### config.mk
export PLATFORM = sky130hd
export DESIGN_NAME = uart_frame_deframer
export DESIGN_NICKNAME = d
export VERILOG_FILES = /design/src/rtl/ufd_pkg.sv /design/src/rtl/ufd_csr.sv /design/src/rtl/ufd_parse.sv /design/src/rtl/ufd_out.sv /design/src/rtl/uart_frame_deframer.sv
export SDC_FILE = /design/constraint.sdc
export NUM_CORES = 1
export LEC_CHECK = 0
export BUFFER_PORTS_ARGS = -buffer_cell sky130_fd_sc_hd__buf_4
export CAP_MARGIN = 20
export CORE_MARGIN = 1
export CORE_UTILIZATION = 37
export DETAILED_ROUTE_END_ITERATION = 10
export GPL_TIMING_DRIVEN = 1
export PLACE_DENSITY = 0.55
export SLEW_MARGIN = 10
export SYNTH_ARGS = -nofsm -noshare
export SYNTH_HDL_FRONTEND = slang
export SYNTH_SLANG_ARGS = --single-unit
### constraint.sdc
create_clock -name clock -period 8.6 [get_ports clock]
set_input_delay 0 -clock clock [delete_from_list [all_inputs] [get_ports clock]]
set_output_delay 0 -clock clock [all_outputs]
set_load 0.02 [all_outputs]
### src/rtl/ufd_pkg.sv
// shared types and constants for the uart frame deframer
// no dependencies

package ufd_pkg;

   localparam int BYTE_W = 8;
   localparam int HALF_W = 16;
   localparam int EVENT_W = 2;
   localparam int PHASE_W = 3;
   localparam int CSR_INDEX_W = 2;

   // configuration register indexes
   localparam logic [CSR_INDEX_W-1:0] CSR_MAGIC_FIRST  = 2'd0;
   localparam logic [CSR_INDEX_W-1:0] CSR_MAGIC_SECOND = 2'd1;
   localparam logic [CSR_INDEX_W-1:0] CSR_MAGIC_THIRD  = 2'd2;
   localparam logic [CSR_INDEX_W-1:0] CSR_TAIL_VALUE   = 2'd3;

   localparam logic [BYTE_W-1:0] MAGIC_FIRST_RST  = 8'hA5;
   localparam logic [BYTE_W-1:0] MAGIC_SECOND_RST = 8'h5A;
   localparam logic [BYTE_W-1:0] MAGIC_THIRD_RST  = 8'h23;
   localparam logic [BYTE_W-1:0] TAIL_VALUE_RST   = 8'hAA;

   // parser phases
   localparam logic [PHASE_W-1:0] PH_IDLE    = 3'd0;
   localparam logic [PHASE_W-1:0] PH_HEAD    = 3'd1;
   localparam logic [PHASE_W-1:0] PH_LEN     = 3'd2;
   localparam logic [PHASE_W-1:0] PH_IDENT   = 3'd3;
   localparam logic [PHASE_W-1:0] PH_RESV    = 3'd4;
   localparam logic [PHASE_W-1:0] PH_PAYLOAD = 3'd5;
   localparam logic [PHASE_W-1:0] PH_TAIL    = 3'd6;

   // result events
   localparam logic [EVENT_W-1:0] EV_NONE     = 2'd0;
   localparam logic [EVENT_W-1:0] EV_PAYLOAD  = 2'd1;
   localparam logic [EVENT_W-1:0] EV_COMPLETE = 2'd2;
   localparam logic [EVENT_W-1:0] EV_ERROR    = 2'd3;

   typedef struct packed {
      logic [BYTE_W-1:0] magic_first;
      logic [BYTE_W-1:0] magic_second;
      logic [BYTE_W-1:0] magic_third;
      logic [BYTE_W-1:0] tail_value;
   } cfg_type;

   typedef struct packed {
      logic [EVENT_W-1:0] event_res;
      logic [BYTE_W-1:0]  payload_byte;
      logic [HALF_W-1:0]  payload_index;
      logic [HALF_W-1:0]  frame_length;
      logic [HALF_W-1:0]  frame_ident;
      logic [BYTE_W-1:0]  reserve_byte;
   } result_type;

endpackage

### src/rtl/ufd_csr.sv
// configuration registers for the uart frame deframer
// depends on ufd_pkg

module ufd_csr (
   input  logic                           clock,
   input  logic                           reset,
   input  logic                           wr_en,
   input  logic [ufd_pkg::CSR_INDEX_W-1:0] wr_index,
   input  logic [ufd_pkg::BYTE_W-1:0]      wr_data,
   output ufd_pkg::cfg_type               cfg
);
   import ufd_pkg::*;

   cfg_type cfg_ff;
   cfg_type cfg_in;

   always_comb begin
      cfg_in = cfg_ff;
      if (wr_en) begin
         case (wr_index)
            CSR_MAGIC_FIRST:  cfg_in.magic_first  = wr_data;
            CSR_MAGIC_SECOND: cfg_in.magic_second = wr_data;
            CSR_MAGIC_THIRD:  cfg_in.magic_third  = wr_data;
            CSR_TAIL_VALUE:   cfg_in.tail_value   = wr_data;
            default:          cfg_in = cfg_ff;
         endcase
      end
   end

   always_ff @(posedge clock) begin
      if (reset) begin
         cfg_ff.magic_first  <= MAGIC_FIRST_RST;
         cfg_ff.magic_second <= MAGIC_SECOND_RST;
         cfg_ff.magic_third  <= MAGIC_THIRD_RST;
         cfg_ff.tail_value   <= TAIL_VALUE_RST;
      end else begin
         cfg_ff <= cfg_in;
      end
   end

   assign cfg = cfg_ff;

endmodule

### src/rtl/ufd_parse.sv
// frame parser state and per-word result logic
// depends on ufd_pkg

module ufd_parse (
   input  logic                      clock,
   input  logic                      reset,
   input  logic                      accept,
   input  logic [ufd_pkg::BYTE_W-1:0] rx_byte,
   input  ufd_pkg::cfg_type          cfg,
   output ufd_pkg::result_type       res
);
   import ufd_pkg::*;

   logic [PHASE_W-1:0] phase_ff, phase_in;
   logic [HALF_W-1:0]  count_ff, count_in;
   logic [HALF_W-1:0]  length_ff, length_in;
   logic [HALF_W-1:0]  ident_ff, ident_in;
   logic [BYTE_W-1:0]  reserve_ff, reserve_in;
   logic [EVENT_W-1:0] ev;
   logic [BYTE_W-1:0]  pbyte;
   logic [HALF_W-1:0]  pindex;
   logic               err;

   always_comb begin
      phase_in   = phase_ff;
      count_in   = count_ff;
      length_in  = length_ff;
      ident_in   = ident_ff;
      reserve_in = reserve_ff;
      ev         = EV_NONE;
      pbyte      = '0;
      pindex     = '0;
      err        = 1'b0;

      case (phase_ff)
         PH_IDLE: begin
            if (rx_byte == cfg.magic_first) begin
               phase_in = PH_HEAD;
               count_in = 16'd1;
            end
         end
         PH_HEAD: begin
            if (count_ff == 16'd1 && rx_byte == cfg.magic_second) begin
               count_in = 16'd2;
            end else if (count_ff == 16'd2 && rx_byte == cfg.magic_third) begin
               phase_in = PH_LEN;
               count_in = '0;
            end else begin
               err = 1'b1;
            end
         end
         PH_LEN: begin
            if (count_ff == 16'd0) begin
               length_in = {8'd0, rx_byte};
               count_in  = 16'd1;
            end else if (count_ff == 16'd1) begin
               length_in = {rx_byte, length_ff[7:0]};
               count_in  = '0;
               phase_in  = PH_IDENT;
            end else begin
               err = 1'b1;
            end
         end
         PH_IDENT: begin
            if (count_ff == 16'd0) begin
               ident_in = {8'd0, rx_byte};
               count_in = 16'd1;
            end else if (count_ff == 16'd1) begin
               ident_in = {ident_ff[7:0], rx_byte};
               count_in = '0;
               phase_in = PH_RESV;
            end else begin
               err = 1'b1;
            end
         end
         PH_RESV: begin
            if (count_ff == 16'd0) begin
               reserve_in = rx_byte;
               count_in   = 16'd1;
            end else if (count_ff == 16'd1) begin
               count_in = '0;
               phase_in = PH_PAYLOAD;
            end else begin
               err = 1'b1;
            end
         end
         PH_PAYLOAD: begin
            if (count_ff < length_ff) begin
               ev       = EV_PAYLOAD;
               pbyte    = rx_byte;
               pindex   = count_ff;
               count_in = count_ff + 16'd1;
            end else begin
               // checksum byte skipped
               phase_in = PH_TAIL;
               count_in = '0;
            end
         end
         PH_TAIL: begin
            if (rx_byte == cfg.tail_value) begin
               ev       = EV_COMPLETE;
               phase_in = PH_IDLE;
               count_in = '0;
            end else begin
               err = 1'b1;
            end
         end
         default: begin
            phase_in = PH_IDLE;
            count_in = '0;
         end
      endcase

      if (err) begin
         phase_in = PH_IDLE;
         count_in = '0;
         res      = '0;
         res.event_res = EV_ERROR;
      end else begin
         res.event_res     = ev;
         res.payload_byte  = pbyte;
         res.payload_index = pindex;
         res.frame_length  = length_in;
         res.frame_ident   = ident_in;
         res.reserve_byte  = reserve_in;
      end
   end

   always_ff @(posedge clock) begin
      if (reset) begin
         phase_ff   <= PH_IDLE;
         count_ff   <= '0;
         length_ff  <= '0;
         ident_ff   <= '0;
         reserve_ff <= '0;
      end else if (accept) begin
         phase_ff   <= phase_in;
         count_ff   <= count_in;
         length_ff  <= length_in;
         ident_ff   <= ident_in;
         reserve_ff <= reserve_in;
      end
   end

endmodule

### src/rtl/ufd_out.sv
// result register with skid stage for the uart frame deframer
// depends on ufd_pkg

module ufd_out (
   input  logic                clock,
   input  logic                reset,
   input  logic                in_valid,
   input  ufd_pkg::result_type in_data,
   input  logic                out_stall,
   output logic                out_valid,
   output ufd_pkg::result_type out_data,
   output logic                skid_full
);
   import ufd_pkg::*;

   logic       main_valid_ff, main_valid_in;
   logic       skid_valid_ff, skid_valid_in;
   result_type main_data_ff, main_data_in;
   result_type skid_data_ff, skid_data_in;
   logic       main_free;

   always_comb begin
      main_free     = !main_valid_ff || !out_stall;
      main_valid_in = main_valid_ff;
      main_data_in  = main_data_ff;
      skid_valid_in = skid_valid_ff;
      skid_data_in  = skid_data_ff;
      if (main_free) begin
         if (skid_valid_ff) begin
            main_valid_in = 1'b1;
            main_data_in  = skid_data_ff;
            skid_valid_in = 1'b0;
         end else begin
            main_valid_in = in_valid;
            main_data_in  = in_data;
         end
      end else if (in_valid) begin
         skid_valid_in = 1'b1;
         skid_data_in  = in_data;
      end
   end

   always_ff @(posedge clock) begin
      if (reset) begin
         main_valid_ff <= 1'b0;
         skid_valid_ff <= 1'b0;
      end else begin
         main_valid_ff <= main_valid_in;
         skid_valid_ff <= skid_valid_in;
      end
   end

   always_ff @(posedge clock) begin
      main_data_ff <= main_data_in;
      skid_data_ff <= skid_data_in;
   end

   assign out_valid = main_valid_ff;
   assign out_data  = main_data_ff;
   assign skid_full = skid_valid_ff;

endmodule

### src/rtl/uart_frame_deframer.sv
// uart frame deframer top level: config registers, parser and result register
// a result goes into the result register, or into the skid register while rsp_stall holds the result register
// throughput: one word per cycle while req_stall is low, as the parser updates once per accepted word
// req_stall rises only when the result and skid registers are both full
// reset (synchronous): parser idle, header registers zero, config to defaults
// depends on ufd_pkg, ufd_csr, ufd_parse, ufd_out

module uart_frame_deframer (
   input  logic                            clock,
   input  logic                            reset,
   input  logic                            req_valid,
   output logic                            req_stall,
   input  logic [ufd_pkg::BYTE_W-1:0]       req_rx_byte,
   output logic                            rsp_valid,
   input  logic                            rsp_stall,
   output logic [ufd_pkg::EVENT_W-1:0]      rsp_event_res,
   output logic [ufd_pkg::BYTE_W-1:0]       rsp_payload_byte,
   output logic [ufd_pkg::HALF_W-1:0]       rsp_payload_index,
   output logic [ufd_pkg::HALF_W-1:0]       rsp_frame_length,
   output logic [ufd_pkg::HALF_W-1:0]       rsp_frame_ident,
   output logic [ufd_pkg::BYTE_W-1:0]       rsp_reserve_byte,
   input  logic                            csr_valid,
   output logic                            csr_ready,
   input  logic [ufd_pkg::CSR_INDEX_W-1:0]  csr_index,
   input  logic [ufd_pkg::BYTE_W-1:0]       csr_data
);
   import ufd_pkg::*;

   cfg_type    cfg;
   result_type res;
   result_type out_data;
   logic       accept;
   logic       skid_full;

   assign csr_ready = 1'b1;
   assign req_stall = skid_full;
   assign accept    = req_valid && !skid_full;

   ufd_csr u_csr (
      .clock    (clock),
      .reset    (reset),
      .wr_en    (csr_valid && csr_ready),
      .wr_index (csr_index),
      .wr_data  (csr_data),
      .cfg      (cfg)
   );

   ufd_parse u_parse (
      .clock   (clock),
      .reset   (reset),
      .accept  (accept),
      .rx_byte (req_rx_byte),
      .cfg     (cfg),
      .res     (res)
   );

   ufd_out u_out (
      .clock     (clock),
      .reset     (reset),
      .in_valid  (accept),
      .in_data   (res),
      .out_stall (rsp_stall),
      .out_valid (rsp_valid),
      .out_data  (out_data),
      .skid_full (skid_full)
   );

   assign rsp_event_res     = out_data.event_res;
   assign rsp_payload_byte  = out_data.payload_byte;
   assign rsp_payload_index = out_data.payload_index;
   assign rsp_frame_length  = out_data.frame_length;
   assign rsp_frame_ident   = out_data.frame_ident;
   assign rsp_reserve_byte  = out_data.reserve_byte;

endmodule
==> qor.txt, run 1 <==
status: finished, final reports clean
flip-flop and latch count after synthesis: 225
H-Tree Depth: 1
DR WL/cell: 16.6 µm
WL final: 23.1 mm
Bufs and invs on worst path: 1
Final Setup Violations: 0
met3 usage: 2.30%
fmax: 293 MHz
CP Launch Point: u_parse.count_ff[10]
Die Y: 168 µm
syn avg cell area: 10.8 µm²
initial antenna violation count: 0
final net count: 1078
post-route minimum period: 3.41 ns
CTS Root Cell: clkbuf_16
final setup TNS: 0 ns
Primary FF master, synth: edfxtp_1
Critical Path Max Stage Delay: 0.59 ns
GP Congestion: 0.818
Synthesized Nets: 984
WHS Path Cells: 2
Comb power frac: 6.1%
CP Max Fanout: 34
DP Wirelength: 14.6 mm
ANT nets after route: 0
fill count: 2538
Post-Synthesis Cells: 942
setup bufs post-CTS: 0
Fin. Hold Viols: 0
clk_lat worst skew: 0.52 ns
register area: 5830 µm²
min-delay src: reset
global-route wire length before repair: 36.9 mm
ANT cells: 0
Int Pwr: 0.00180 W
Core ar.: 27000 µm²
most common cell in the synthesized netlist: nand2_1
DRT Pass-1 Iters: 5
largest net degree at the start of global routing: 101
Reg2Reg Capture Point: u_out.out_data[36]
worst r2r path cells: 8
worst relative slew slack: 35.4%
Total Power: 0.00232 W
type of the worst setup path: flop to flop
sequential share of power: 50.8%
Pwr per Cell Area: 190 nW/µm²
GRT met2 Usage: 25.2%
sw frac: 22.5%
measured slew at the worst slew-check pin: 0.962 ns
arrival time worst endpoint: 3.75 ns
critical path cell sequence: nor4_2 -> nand4_1 -> or4_4 -> a31oi_4 -> o21ai_4 -> buf_4 -> or2_1 -> o31ai_1
Clk network pwr share: 43.1%
Worst Path Required: 8.93 ns
WHS Endpoint: u_csr.cfg[27]
share of cells above drive strength 1: 17.7%
cell area after synthesis: 10200 µm²
Layout area overhead: 19.7%
Initial Utilization: 37.8%
leading area contributor after synthesis: edfxtp_1
clock buffer depth: 3
Resized cells post-CTS: 0
Reg2Reg Setup Slack: 5.19 ns
vias in the first global route: 6673
top cells by area, synth: edfxtp_1 (39%), dfxtp_1 (18%), nand2_1 (5.5%), mux2_2 (3.8%), mux2i_1 (3.5%)
die area: 28200 µm²
Slowest cell on crit path: or4_4
GRT overflow: 0
GRT met1 Usage: 24.2%
total CTS buffers: 26
post-cts hold buffer count: 23
initial drt markers: 452
global route hottest layer: met2
CP Launch Type: flop
switching power: 0.000521 W
Die Wd: 168 µm
register area share after synthesis: 57.2%
CTS Sinks: 225
top cell type's share of synthesized area: 38.9%
vias: 7078
# IOs: 92
Post-synth top cells: nand2_1 (148), edfxtp_1 (132), dfxtp_1 (93), nor2_1 (85), a21oi_1 (54)
Post-synth ARST share: 0%
CP Capture Type: flop
Ys Warns: 0
Clock Pin Slew Worst Setup and Hold Paths: 0.06 ns
Post-synth EDFFs: 132
leakage: 4.60 nW
Max-cap violations: 0
CTS tree: yes
via density per instance: 5.08
I/O Buffers: 90
Peak VDD IR: 0.102 mV
area taken by multi-input logic gates: 4070 µm²
All-Layer GR Usage: 16.4%
row count: 60
fin crit share: 39.7%
RSZ-0062 raised after global routing: false
DRC: 0
Critical R2R Launch: u_parse.count_ff[10]
HP Class: input port to flop
Clock Skew: 0.0139 ns
post-synthesis cell type count: 58
Final Max Tran Viols: 0
Crit path max-delay family: simple AND/OR/NAND/NOR gates
-- worst max-delay path by stage --
stage,end,cells past startpoint
3_3_place_gp,u_out.out_data[37],8
6_report,u_out.out_data[36],8
3_5_place_dp,u_out.out_data[36],8
2_1_floorplan,u_out.skid_data_ff[0],2
5_1_grt,u_out.out_data[32],8
4_1_cts,u_out.out_data[36],8
-- power by group through the flow --
stage / logic, W / clock network, W / registers (W)
6_report: 0.000141 / 0.000999 / 0.00118
5_1_grt: 0.000152 / 0.00106 / 0.00118
4_1_cts: 0.000142 / 0.00102 / 0.00118
3_5_place_dp: 0.000134 / 0 / 0.00120
3_3_place_gp: 0.000133 / 0 / 0.00120
2_1_floorplan: 0.0000516 / 0 / 0.00122
-- routing by layer --
layer	vias up	wire [µm]	part of all wire (%)
met5	-	0	0
met4	0	387	1.7
met3	27	892	3.9
met2	139	10400	45
met1	3375	11400	50
li1	3537	-	-
-- per-stage QoR --
step | setup WS, ns | std cells | cell area [µm²] | hold slack (ns) | util, %
floorplan | 3.17 | 942 | 10200 | 0.118 | -
global placement | 5.28 | 1325 | 11200 | 0.252 | 41.4
detailed placement | 5.20 | 1325 | 11200 | 0.255 | 41.4
CTS | 5.19 | 1392 | 12200 | 0.0802 | 45.1
global route | 4.94 | 1393 | 12200 | 0.131 | 45.2
finish | 5.19 | 1393 | 12200 | 0.0939 | 45.2
-- final cells by class --
| class | count | share of cell area, % |
|---|---|---|
| timing repair buffer | 125 | 8.34 |
| multi-input combinational | 637 | 33.4 |
| inverter | 21 | 0.647 |
| clock inverter | 11 | 0.452 |
| clock buffer | 33 | 5.81 |
| sequential | 225 | 47.9 |
| tap | 341 | 3.50 |
-- cell families (layout without fill, tap and decap cells) --
family	count (synthesis)	count (layout)	synth area share, %
and+or+nand+nor	359	359	16.8
DFF	225	225	57.2
AOI/OAI and AO/OA	147	147	9.63
buffers and inverters	80	190	3.10
muxes	71	71	7.41
xor gates and xnor gates	40	40	3.44
adders and majority gates	19	19	2.34
other	1	1	0.0368
-- registers in the layout, indices dropped and copies added, names as in the netlist --
register and flops:
u_out.out_data 66, u_out.skid_data_ff 66, u_csr.cfg 32, u_parse.count_ff 16, u_parse.ident_ff 16, u_parse.length_ff 16, u_parse.reserve_ff 8, u_parse.phase_ff 3
u_out.out_valid 1, u_out.skid_full 1
-- layout by cell type (no fill, tap or decap), drive strengths merged, types with 9 or more instances in the layout --
cell type,n
clkinv,10
inv,21
clkbuf,33
ha,19
nand2,148
nand3,9
dfxtp,93
xor2,24
nand3b,16
xnor2,16
mux2i,36
nor2,85
mux2,35
dlygate4sd3,23
and2,26
a21oi,54
nor2b,11
a22oi,25
nor4,20
o21ai,13
edfxtp,132
o31ai,32
buf,102
No activity file was read; power rests on OpenSTA's default activity.
==> inputs of run 2 (changes only) <==
- ABC_AREA: default -> 1
- PLACE_DENSITY: 0.55 -> 0.57
- clock period: 8.6 -> 3 ns (I/O delays scaled with it)
==> run 2 against run 1 <==
Non-clock buffer count decreased by 1. Maximum frequency increased by 39%. Utilization decreased by 0.31 points. Critical endpoint is now u_out.out_data[35]. Clock-buffer cell count increased by 3. Via count increased by 14%. Total power increased to 3.5 times the previous value. Highest routed layer unchanged.
==> qor.txt, run 2 <==
status: finished, final reports clean
Bufs and invs on worst path: 3 (+2)
CP Launch Type: flop
ANT cells: 0 (unchanged)
met3 usage: 2.17% (-0.13 points)
All-Layer GR Usage: 17.2% (+0.77 points)
# IOs: 92 (unchanged)
H-Tree Depth: 1 (unchanged)
main combinational cell family by area after synthesis: simple AND/OR/NAND/NOR gates
DRC: 0 (unchanged)
Core ar.: 27900 µm² (+3.6%)
total CTS buffers: 25 (-3.8%)
row count: 61 (+1.7%)
Primary FF master, synth: edfxtp_1
Die Y: 171 µm (+1.8%)
post-synthesis cell type count: 47 (-19%)
Crit path max-delay family: simple AND/OR/NAND/NOR gates
clk_lat worst skew: 0.53 ns (about the same)
leakage: 5.33 nW (+16%)
mux cell area share after synthesis: 0% (-7.4 points)
Synthesized Nets: 1221 (+24%)
DP Wirelength: 16.4 mm (+13%)
most common cell in the synthesized netlist: nand2_1
setup bufs post-CTS: 0 (unchanged)
Final Max Tran Viols: 0 (unchanged)
Pwr per Cell Area: 652 nW/µm² (+240%)
Initial Utilization: 37.8% (about the same)
ANT nets after route: 0 (unchanged)
global-route wire length before repair: 39.8 mm (+7.7%)
GRT overflow: 0 (unchanged)
DP Area: 11600 µm² (+3.6%)
Post-synth EDFFs: 132 (unchanged)
CP Capture Type: flop
Clock Pin Slew Worst Setup and Hold Paths: 0.06 ns (about the same)
CTS Sinks: 225 (unchanged)
cell area after synthesis: 10600 µm² (+3.7%)
Post-Synthesis Cells: 1179 (+25%)
CP Max Fanout: 17 (-50%)
final setup TNS: 0 ns (unchanged)
clock buffer depth: 3 (unchanged)
Clock Skew: 0.0192 ns (+0.00529 ns)
I/O Buffers: 90 (unchanged)
most common cell after layout, fill and taps aside: nand2_1
commonest non-fill, non-tap cells in the layout: nand2_1 (371), edfxtp_1 (132), buf_4 (100)
fin crit share: 81.9% (+42 points)
GP Congestion: 0.818 (about the same)
flip-flop and latch count after synthesis: 225 (unchanged)
Slowest cell on crit path: dfxtp_1
post-route minimum period: 2.46 ns (-0.957 ns)
Worst Path Required: 3.26 ns (-5.67 ns)
vias: 8039 (+14%)
Ys Warns: 0 (unchanged)
RSZ-0062 raised after global routing: false
fmax: 407 MHz (+39%)
Peak VDD IR: 0.399 mV (+290%)
worst relative slew slack: 47.8% (+12 points)
Top cell by count, worst path: nand2_1
DRT Pass-1 Iters: 5 (unchanged)
via density per instance: 4.80 (-5.6%)
post-synthesis xor/xnor area fraction: 1.24% (-2.2 points)
measured slew at the worst slew-check pin: 0.783 ns (-0.179 ns)
CTS Root Cell: clkbuf_16
DR WL/cell: 14.8 µm (-11%)
Post-synth ARST share: 0% (unchanged)
vias in the first global route: 7402 (+11%)
Max-cap violations: 0 (unchanged)
final net count: 1321 (+23%)
die area: 29200 µm² (+3.6%)
area share of fa/ha/maj cells after synthesis: 2.25% (-0.083 points)
Layout area overhead: 18.8%
complex-gate fraction of the synthesized area: 10.6% (+0.95 points)
Post-synth top cells: nand2_1 (372), edfxtp_1 (132), dfxtp_1 (93), nor2_1 (86), inv_1 (78)
top cell type's share of synthesized area: 37.6% (-1.4 points)
initial drt markers: 625 (+38%)
global route hottest layer: met2
CTS tree: yes
Fin. Hold Viols: 0 (unchanged)
Synth Area in Simple Gates: 24.7% (+7.8 points)
GRT met1 Usage: 25.8% (+1.6 points)
initial antenna violation count: 0 (unchanged)
largest net degree at the start of global routing: 79 (-22%)
Final Setup Violations: 0 (unchanged)
WL final: 24.7 mm (+7.1%)
leading area contributor after synthesis: edfxtp_1
post-route design area: 12500 µm² (+2.9%)
GRT met2 Usage: 26.2% (+1.0 points)
top cells by area, synth: edfxtp_1 (38%), dfxtp_1 (18%), nand2_1 (13%), o21ai_0 (3.4%), a21oi_1 (3.2%)
type of the worst setup path: flop to flop
Die Wd: 171 µm (+1.8%)
share of cells above drive strength 1: 17.9% (+0.19 points)
HP Class: input port to flop
syn avg cell area: 8.95 µm² (-17%)
Critical Path Max Stage Delay: 0.43 ns (-0.16 ns)
register area share after synthesis: 55.2% (-2.0 points)
critical path cell sequence: inv_1 -> ha_1 -> nand2_1 -> nor2_4 -> nand2_4 -> inv_6 -> nor2_4 -> nor2_8 -> nand2_4 -> buf_4 -> nor2_2 -> nand2_1 -> nand2_1
arrival time worst endpoint: 2.72 ns (-1.03 ns)
Total Power: 0.00818 W (+250%)
-- run 2: cell types whose count changed after synthesis, sizes merged, moves of 26 or more --
cell,before,now
and2,26,0
nand2,148,383
mux2,35,0
o31ai,32,0
o21ai,13,80
nor2,85,136
inv,21,90
mux2i,36,0
nand3,9,41
-- run 2: area by class of cell --
class / instances / area (µm²)
clock inverter: 10 / 53.8
timing repair buffer: 124 / 1020
inverter: 92 / 354
sequential: 225 / 5830
tap: 378 / 473
clock buffer: 36 / 707
fill: 2787 / 15400
multi-input combinational: 811 / 4100
-- run 2: tightest hold or removal path: stages --
cell and delay (ns):
buf_4 0.16, o211ai_1 0.19, a21oi_1 0.16
-- run 2: where the power goes --
group,switching (W),internal [W],total (W)
registers,0.000106,0.00357,0.00367
logic,0.00108,0.000575,0.00165
clock network,0.00122,0.00163,0.00285
total,0.00240,0.00578,0.00818
-- run 2: routing by layer --
layer	vias to the layer above	routed length (µm)	share of wire (%)
met3	28	1190	4.8
met4	0	312	1.3
met1	3724	12500	51
met5	-	0	0
met2	183	10700	43
li1	4104	-	-
-- run 2: path summary, 6_finish.rpt --
path / start / end / slack (ns) / cells past startpoint
max: u_parse.count_ff[0] / u_out.out_data[35] / 0.54 / 13
min: req_rx_byte[7] / u_parse.length_ff[15] / 0.04 / 3
max reg2reg: u_parse.count_ff[0] / u_out.out_data[35] / 0.54 / 13
min reg2reg: u_csr.cfg[18] / u_csr.cfg[18] / 0.47 / 2
-- run 2: timing repair --
| item | CTS | global route |
|---|---|---|
| gates resized for setup | 0 | 0 |
| hold buffers | 21 | 0 |
| setup endpoints to repair | 0 | 0 |
| hold endpoints to repair | 39 | 0 |
-- run 2: metrics by stage --
stage	util [%]	hold slack, ns	worst slack, ns	instances
after floorplan	-	0.0691	0.144	1179
after global placement	41.4	0.255	0.531	1609
after detailed placement	41.4	0.260	0.548	1609
after CTS	44.9	0.0188	0.523	1676
after global routing	44.9	0.0480	0.311	1676
final	44.9	0.0418	0.543	1676
-- run 2: logic make-up (layout without fill, tap and decap cells) --
group,Yosys count,in the layout
fa+ha+maj,19,19
other cells,1,1
simple gates,582,582
xor+xnor,15,15
buf+inv,143,262
flops,225,225
compound gates,194,194
